`src/hdl/sibe_pkg.sv`:
```
package sibe_pkg;

  localparam int ID_W    = 31;
  localparam int KEY_W   = 2 * ID_W;
  localparam int ENTRY_W = 2 * KEY_W;
  localparam int CMD_W   = 2;
  localparam int STAT_W  = 3;
  localparam int HELD_W  = 7;

  typedef enum logic [CMD_W-1:0] {
    CMD_INSERT = 2'd0,
    CMD_DRAIN  = 2'd1,
    CMD_CLEAR  = 2'd2
  } cmd_t;

  typedef enum logic [STAT_W-1:0] {
    ST_INSERTED = 3'd0,
    ST_DROPPED  = 3'd1,
    ST_DRAINED  = 3'd2,
    ST_EMPTY    = 3'd3,
    ST_CLEARED  = 3'd4
  } status_t;

  // One result as it leaves the block.
  typedef struct packed {
    status_t           status;
    logic [ID_W-1:0]   graph;
    logic [ID_W-1:0]   subject;
    logic [ID_W-1:0]   predicate;
    logic [ID_W-1:0]   object;
    logic [HELD_W-1:0] held;
    logic              last;
  } result_t;

  // Sequencer to output register.
  typedef struct packed {
    logic    push;
    result_t result;
  } push_t;

  // Stored entry layout: {subject, predicate, object, graph}; the key is the top half.
  function automatic logic [KEY_W-1:0] entry_key(input logic [ENTRY_W-1:0] e);
    entry_key = e[ENTRY_W-1 -: KEY_W];
  endfunction

endpackage

```
`src/hdl/sibe_ctrl.sv`:
```
module sibe_ctrl import sibe_pkg::*; #(
  parameter int LIST_DEPTH = 64,
  parameter int AW         = $clog2(LIST_DEPTH),
  parameter int CW         = $clog2(LIST_DEPTH + 1)
) (
  input  logic               clk,
  input  logic               rst,
  input  logic               cmd_valid,
  output logic               cmd_ready,
  input  logic [CMD_W-1:0]   command,
  input  logic [ID_W-1:0]    evt_graph,
  input  logic [ID_W-1:0]    evt_subject,
  input  logic [ID_W-1:0]    pred_id,
  input  logic [ID_W-1:0]    evt_object,
  input  logic               slot_free,
  output push_t              push,
  output logic [CW-1:0]      count,
  output logic               ram_we,
  output logic [AW-1:0]      ram_waddr,
  output logic [ENTRY_W-1:0] ram_wdata,
  output logic               ram_re,
  output logic [AW-1:0]      ram_raddr,
  input  logic [ENTRY_W-1:0] ram_rdata
);

  localparam logic [CW-1:0] FULL = CW'(LIST_DEPTH);

  typedef enum logic [2:0] {
    S_IDLE, S_SCAN, S_CMP, S_DRD, S_DOUT, S_EMIT
  } state_t;

  state_t          state;
  logic [CW-1:0]   idx;
  logic [KEY_W-1:0] key_r;
  logic [KEY_W-1:0] pay_r;
  status_t         status_r;

  logic [CW-1:0] idx_dec;
  logic [CW-1:0] idx_inc;
  logic          key_gt;
  logic          drn_last;

  assign cmd_ready = (state == S_IDLE);
  assign idx_dec   = idx - 1'b1;
  assign idx_inc   = idx + 1'b1;
  assign key_gt    = entry_key(ram_rdata) > key_r;
  assign drn_last  = (idx_inc == count);

  always_comb begin
    ram_we    = 1'b0;
    ram_waddr = idx[AW-1:0];
    ram_wdata = {key_r, pay_r};
    ram_re    = 1'b0;
    ram_raddr = idx[AW-1:0];
    push      = '0;
    unique case (state)
      S_SCAN: begin
        if (idx != '0) begin
          ram_re    = 1'b1;
          ram_raddr = idx_dec[AW-1:0];
        end else begin
          ram_we = 1'b1;
        end
      end
      S_CMP: begin
        ram_we = 1'b1;
        if (key_gt) begin
          ram_wdata = ram_rdata;
        end
      end
      S_DRD: begin
        ram_re = 1'b1;
      end
      S_DOUT: begin
        push.push             = slot_free;
        push.result.status    = ST_DRAINED;
        push.result.subject   = ram_rdata[ENTRY_W-1 -: ID_W];
        push.result.predicate = ram_rdata[ENTRY_W-ID_W-1 -: ID_W];
        push.result.object    = ram_rdata[KEY_W-1 -: ID_W];
        push.result.graph     = ram_rdata[ID_W-1:0];
        push.result.held      = HELD_W'(count);
        push.result.last      = drn_last;
      end
      S_EMIT: begin
        push.push          = slot_free;
        push.result.status = status_r;
        push.result.held   = HELD_W'(count);
        push.result.last   = 1'b1;
      end
      default: ;
    endcase
  end

  always_ff @(posedge clk) begin
    if (rst) begin
      state <= S_IDLE;
      count <= '0;
    end else begin
      unique case (state)
        S_IDLE: begin
          if (cmd_valid) begin
            unique case (command)
              CMD_INSERT: begin
                key_r <= {evt_subject, pred_id};
                pay_r <= {evt_object, evt_graph};
                idx   <= count;
                if (count == FULL) begin
                  status_r <= ST_DROPPED;
                  state    <= S_EMIT;
                end else begin
                  state <= S_SCAN;
                end
              end
              CMD_DRAIN: begin
                idx <= '0;
                if (count == '0) begin
                  status_r <= ST_EMPTY;
                  state    <= S_EMIT;
                end else begin
                  state <= S_DRD;
                end
              end
              CMD_CLEAR: begin
                count    <= '0;
                status_r <= ST_CLEARED;
                state    <= S_EMIT;
              end
              default: ;
            endcase
          end
        end
        S_SCAN: begin
          if (idx == '0) begin
            count    <= count + 1'b1;
            status_r <= ST_INSERTED;
            state    <= S_EMIT;
          end else begin
            state <= S_CMP;
          end
        end
        S_CMP: begin
          if (key_gt) begin
            idx   <= idx_dec;
            state <= S_SCAN;
          end else begin
            count    <= count + 1'b1;
            status_r <= ST_INSERTED;
            state    <= S_EMIT;
          end
        end
        S_DRD: begin
          state <= S_DOUT;
        end
        S_DOUT: begin
          if (slot_free) begin
            idx   <= idx_inc;
            state <= drn_last ? S_IDLE : S_DRD;
          end
        end
        S_EMIT: begin
          if (slot_free) begin
            state <= S_IDLE;
          end
        end
        default: state <= S_IDLE;
      endcase
    end
  end

endmodule

```
`config.mk`:
```
export PLATFORM = sky130hd
export DESIGN_NAME = sibe_ctrl
export DESIGN_NICKNAME = d
export VERILOG_FILES = /design/src/hdl/sibe_pkg.sv /design/src/hdl/sibe_ctrl.sv
export SDC_FILE = /design/constraint.sdc
export NUM_CORES = 1
export LEC_CHECK = 0
export BUFFER_PORTS_ARGS = -buffer_cell sky130_fd_sc_hd__buf_4
export CAP_MARGIN = 15
export CORE_AREA = 2 2 206 208
export DETAILED_ROUTE_END_ITERATION = 8
export DIE_AREA = 0 0 208 210
export SKIP_CTS_REPAIR_TIMING = 1
export SLEW_MARGIN = 20
export SYNTH_ARGS = -nofsm -noshare
export SYNTH_HDL_FRONTEND = slang
export SYNTH_SLANG_ARGS = --single-unit
```
`constraint.sdc`:
```
create_clock -name clk -period 5.2 [get_ports clk]
set_input_delay 1.04 -clock clk [delete_from_list [all_inputs] [get_ports clk]]
set_output_delay 1.04 -clock clk [all_outputs]
set_load 0.01 [all_outputs]
```
==> results of run 1 <==
-- Yosys cell counts, types with 8 or more instances --
library cell  instances
a21o_1               10
a21oi_1              31
and2_1              125
buf_6                10
clkbuf_1             26
dfxtp_1              10
edfxtp_1            134
ha_1                 70
inv_1                81
mux2_2               41
mux2_4               83
nand2_1              34
nand3_1              17
nand4_1              13
nor2_1               30
nor3_1               11
o21ai_0              20
o21ai_1              10
xnor2_1               8
-- worst paths after layout --
| kind | end | slack, ns |
|---|---|---|
| max | ram_wdata[78] | 0.12 |
| min | count[1]$_SDFFE_PP0P_ | 0.59 |
| max reg2reg | status_r[1]$_SDFFCE_PN0P_ | 1.66 |
| min reg2reg | count[1]$_SDFFE_PP0P_ | 0.59 |
-- layout make-up --
class                   count  area (um^2)  area share, %
repair buffers            555         4220           28.0
flip-flops and latches    144         4220           28.0
clock inverters            13          138          0.913
well taps                 539          674           4.47
inverters                  81          304           2.02
clock buffers              19          433           2.87
multi-input cells         594         5090           33.7
-- metal layers --
metal / track usage [%] / share of wire (%) / up-vias
met3: 4.59 / 6.0 / 26
met1: 19.9 / 41 / 4155
met4: 4.48 / 1.4 / 0
met2: 28.5 / 51 / 338
met5: 0 / 0 / -
li1: - / - / 4157
-- registers in the layout, summed over array words and instances (netlist names) --
register and count:
status_r 3, pay_r 62, idx 7, key_r 62
count 7, state 3
-- per-stage QoR --
stage                     utilization, %  setup WS [ns]  hold WS (ns)  cells  TNS [ns]
after global placement              35.0        -0.0110         0.575   1913    -0.295
after global routing                36.4         0.0249         0.617   1945         0
after floorplan                        -          0.410         0.542    869         0
after CTS                           36.3        0.00550         0.589   1945         0
final                               36.4          0.122         0.585   1945         0
after detailed placement            35.0         0.0166         0.581   1913         0
-- power groups by stage --
stage,registers (mW),clock network (mW),logic (mW)
floorplan,1.41,0,0.945
global placement,1.47,0,1.71
detailed placement,1.47,0,1.73
CTS,1.44,1.26,1.73
global route,1.45,1.31,1.86
finish,1.45,1.22,1.73
-- worst register-to-register path: cells and delay by family, from the launching register on --
kind,cells,cell delay [ns]
fa+ha+maj,1,0.25
buf+inv,3,0.54
simple gates,2,0.70
compound gates,5,1.30
flops,1,0.44
-- kinds of logic after synthesis --
| logic type | count (synthesis) | share of synthesized area, % |
|---|---|---|
| AOI/OAI and AO/OA | 116 | 7.64 |
| xor gates and xnor gates | 18 | 2.15 |
| adders and majority gates | 70 | 8.86 |
| buffers and inverters | 131 | 6.05 |
| DFF | 144 | 42.7 |
| muxes | 125 | 17.4 |
| and+or+nand+nor | 265 | 15.2 |
==> out/results.ini, run 1 <==
[layout]
final_cell_mix = 551 x buf_4, 134 x edfxtp_1, 125 x and2_1
nets = 1717
fill_cells = 4167
drive_gt1_share_pct = 50.9
layout-area-overhead-vs-synth_pct = 52.5
mostFrequentLayoutCell = buf_4
fin_area_um2 = 15100
diodes = 0

[critical_path]
cp.required_ns = 4.16
start_kind = input port
cp.depth = 11
cp_cell_sequence = buf_4 > ha_1 > a21oi_1 > a21boi_0 > o31ai_1 > a21oi_1 > or4_1 > o21ba_4 > buf_12 > mux2_4 > buf_4
crit_slowest_cell = o31ai_1
critPathTopFamily = compound AO/OA/AOI/OAI gates
rr_worst_depth = 11
cp-end-kind = output port
worst-path-buf-inv = 3
crit_path_max_fanout = 41
cp_slowest_stage_delay_ns = 0.57
r2r-start = key_r[4]$_DFFE_PP_
arrival_ns = 4.04
crit_type = input port to output port
cp-startpoint = ram_rdata[66]

[job]
maxCapViolCount = 0

[global_routing]
grt_max_degree = 71
grt_pass1_wl_mm = 53.9
first_global_vias = 8520
grtUsageTotal_pct = 16.4
grt-ovfl-total = 0
antenna_found_initial = 0

[timing]
hold_viol_final = 0
drv_slew = 0
period_share_pct = 97.6
tightest_slew_ns = 0.841
slew_headroom_pct = 43.5
fin_skew_ns = 0.00938
rsz0062_at_grt = no
fin_crit_ns = 5.08
setup_viol = 0
fmax_mhz = 197

[place]
hpwlAfterDp_mm = 30.6
post_dp_cell_area_um2 = 14500
numPortBuffers = 535
gp_congestion = 0.893

[floorplanning]
die_w_um = 208
die_area_um2 = 43700
row_count = 75
core_area_um2 = 41500
start_util_pct = 23.8
num_io_pins = 536
die_height_um = 210

[cts]
cts_buffers = 17
clockRootBuffer = clkbuf_16
clkSinkCount = 144
tritoncts = done
htreeDepth = 4
clkTransAtPathRegs_ns = 0.06
clkLatencyLatePin_ns = 0.44
ctsLongestPathBuffers = 2

[yosys]
synth_edf_count = 134
netlist_area_um2 = 9890
yosysWarningCount = 0
async_flop_share_pct = 0
syn_inst = 869
synth_cell_types = 59
synth_area_per_cell_um2 = 11.4
synth_top_area_share_pct = 40.7
synth_top_area_cell = edfxtp_1
ys_ff_latch = 144
syn_nets = 1193
yosys-top-cells-area = edfxtp_1 41%, mux2_4 13%, ha_1 8.9%
synthFlopType = edfxtp_1
synth_seq_area_share_pct = 42.7

[hold_path]
min_from = count[1]$_SDFFE_PP0P_
min_path_type = flip-flop to flip-flop
hold_depth = 2

[pwr]
seqPwrFrac_pct = 32.8
vdd_ir_drop_max_mv = 0.186
p_per_area_nw_per_um2 = 292
switching_share_pct = 33.5
p_sw_mw = 1.47
p_clk_share_pct = 27.8
p_comb_share_pct = 39.3
finalPower_mw = 4.40
p_int_mw = 2.93
leakagePower_nw = 6.95

[route]
drt-total-wl_mm = 37.6
first_iter_violations = 421
via_per_inst = 4.46
drc_errors = 0
wire_per_inst_um = 19.3
ant_nets = 0
vias = 8676
firstDrtPassIters = 5

[run_status]
status = complete, no violations

(Power assumes the default switching activity.)
==> run 2, diff against run 1 <==
--- a/config.mk
+++ b/config.mk
@@ -7,9 +7,9 @@
 export LEC_CHECK = 0
 export BUFFER_PORTS_ARGS = -buffer_cell sky130_fd_sc_hd__buf_4
 export CAP_MARGIN = 15
-export CORE_AREA = 2 2 206 208
+export CORE_AREA = 2 2 210 212
 export DETAILED_ROUTE_END_ITERATION = 8
-export DIE_AREA = 0 0 208 210
+export DIE_AREA = 0 0 212 214
 export SKIP_CTS_REPAIR_TIMING = 1
 export SLEW_MARGIN = 20
 export SYNTH_ARGS = -nofsm -noshare
==> constraint.sdc (replaced) <==
create_clock -name clk -period 6.1 [get_ports clk]
set_input_delay 1.22 -clock clk [delete_from_list [all_inputs] [get_ports clk]]
set_output_delay 1.22 -clock clk [all_outputs]
set_load 0.01 [all_outputs]
==> out/results.ini, run 2 (synthesized netlist as in run 1, its figures left out) <==
[pwr]
p_per_area_nw_per_um2 = 247  ; -15%
leakagePower_nw = 6.90  ; -0.67%
finalPower_mw = 3.72  ; -16%
vdd_ir_drop_max_mv = 0.187  ; +0.43%

[global_routing]
grt_pass1_wl_mm = 54.0  ; +0.26%
grt_max_degree = 70  ; -1.4%
grt-ovfl-total = 0  ; unchanged
grtUsageTotal_pct = 16.0  ; -0.45 points
antenna_found_initial = 0  ; unchanged
first_global_vias = 8572  ; +0.61%

[place]
gp_congestion = 0.914  ; +2.4%
hpwlAfterDp_mm = 29.6  ; -3.3%
numPortBuffers = 535  ; unchanged

[cts]
clkLatencyLatePin_ns = 0.45  ; about the same
ctsLongestPathBuffers = 2  ; unchanged
clockRootBuffer = clkbuf_16
clkSinkCount = 144  ; unchanged
htreeDepth = 4  ; unchanged
cts_buffers = 17  ; unchanged
tritoncts = done
clkTransAtPathRegs_ns = 0.06  ; about the same

[timing]
tightest_slew_ns = 0.923  ; +0.0824 ns
fmax_mhz = 173
fin_setup_tns_ns = 0  ; unchanged
rsz0062_at_grt = no
period_share_pct = 94.9
fin_skew_ns = 0.0117  ; +0.00230 ns
slew_headroom_pct = 38.5  ; -5.1 points
setup_viol = 0  ; unchanged
drv_slew = 0  ; unchanged
hold_viol_final = 0  ; unchanged
fin_crit_ns = 5.79

[layout]
diodes = 0  ; unchanged
multi_input_area_um2 = 5080  ; -0.12%
top_regs = key_r x62, pay_r x62
layout-area-overhead-vs-synth_pct = 52.3
final_cell_mix = 547 x buf_4, 134 x edfxtp_1, 125 x and2_1
mostFrequentLayoutCell = buf_4
fill_cells = 4296  ; +3.1%
nets = 1712  ; -0.29%
drive_gt1_share_pct = 50.7  ; -0.18 points
seq_area_um2 = 4220  ; unchanged

[floorplanning]
row_count = 76  ; +1.3%
start_util_pct = 23.1  ; -0.78 points
die_height_um = 214  ; +1.9%
core_area_um2 = 42900  ; +3.4%
num_io_pins = 536  ; unchanged
die_area_um2 = 45400  ; +3.9%
die_w_um = 212  ; +1.9%

[route]
drc_errors = 0  ; unchanged
firstDrtPassIters = 5  ; unchanged
ant_nets = 0  ; unchanged
first_iter_violations = 390  ; -7.4%
vias = 8603  ; -0.84%
via_per_inst = 4.33  ; -2.9%
drt-total-wl_mm = 37.0  ; -1.6%
wire_per_inst_um = 18.6  ; -3.6%

[critical_path]
cp-end-kind = output port
start_kind = input port
arrival_ns = 4.57  ; +0.53 ns
cp.required_ns = 4.88  ; +0.72 ns
crit_path_max_fanout = 30  ; -27%
crit_type = input port to output port

[hold_path]
min_path_type = flip-flop to flip-flop

[job]
maxCapViolCount = 0  ; unchanged

[run_status]
status = complete, no violations

-- run 2: changes by cell type in the layout (fill, tap and decap cells not counted), sizes merged --
cell	delta
clkinvlp	+2
inv	-1
bufinv	-1
buf	-5
-- run 2: layer usage --
metal  global-route usage [%]  share of wire (%)  up-vias  wire length (um)
met4                     5.00                1.7        0               646
li1                         -                  -     4141                 -
met2                     27.8                 51      323             18800
met3                     3.03                5.3       29              1980
met5                        0                  0        -                 0
met1                     19.7                 42     4110             15500
-- run 2: where the power goes --
group	leakage (nW)	switching, mW	internal [mW]
sequential	1.30	0.0722	1.16
clock	0.249	0.462	0.560
combinational	5.35	0.735	0.730
total	6.90	1.27	2.45
-- run 2: path summary, 6_finish.rpt --
path | slack [ns] | to | cells after the start | start
setup / recovery | 0.31 | ram_wdata[75] | 11 | ram_rdata[87]
hold / removal | 0.60 | count[1]$_SDFFE_PP0P_ | 2 | count[1]$_SDFFE_PP0P_
setup reg to reg | 2.45 | status_r[1]$_SDFFCE_PN0P_ | 10 | key_r[25]$_DFFE_PP_
hold reg to reg | 0.60 | count[1]$_SDFFE_PP0P_ | 2 | count[1]$_SDFFE_PP0P_
-- run 2: worst max-delay path, cell delays in order --
cell and delay [ns]:
buf_4 0.12, ha_1 0.33, a21oi_1 0.23, o21ai_1 0.13, a221oi_1 0.51, o2bb2ai_1 0.19, or4_1 0.60, o21ba_4 0.43
buf_12 0.27, mux2_4 0.34, buf_4 0.15
-- run 2: area by class of cell --
| class | instances | area share (%) |
|---|---|---|
| inverters | 81 | 2.02 |
| clock buffers | 19 | 2.88 |
| well taps | 585 | 4.86 |
| flip-flops and latches | 144 | 28.1 |
| multi-input cells | 594 | 33.8 |
| clock inverters | 13 | 0.764 |
| repair buffers | 550 | 27.7 |
-- run 2: per-stage QoR --
step / setup WS [ns] / area, um^2 / utilization (%) / cells / hold WS [ns]
after floorplan: 1.13 / 9890 / - / 869 / 0.542
final: 0.313 / 15100 / 35.1 / 1986 / 0.598
after detailed placement: 0.247 / 14500 / 33.8 / 1954 / 0.597
after CTS: 0.234 / 15100 / 35.1 / 1986 / 0.606
after global placement: 0.264 / 14500 / 33.8 / 1954 / 0.571
after global routing: 0.0872 / 15100 / 35.1 / 1986 / 0.638
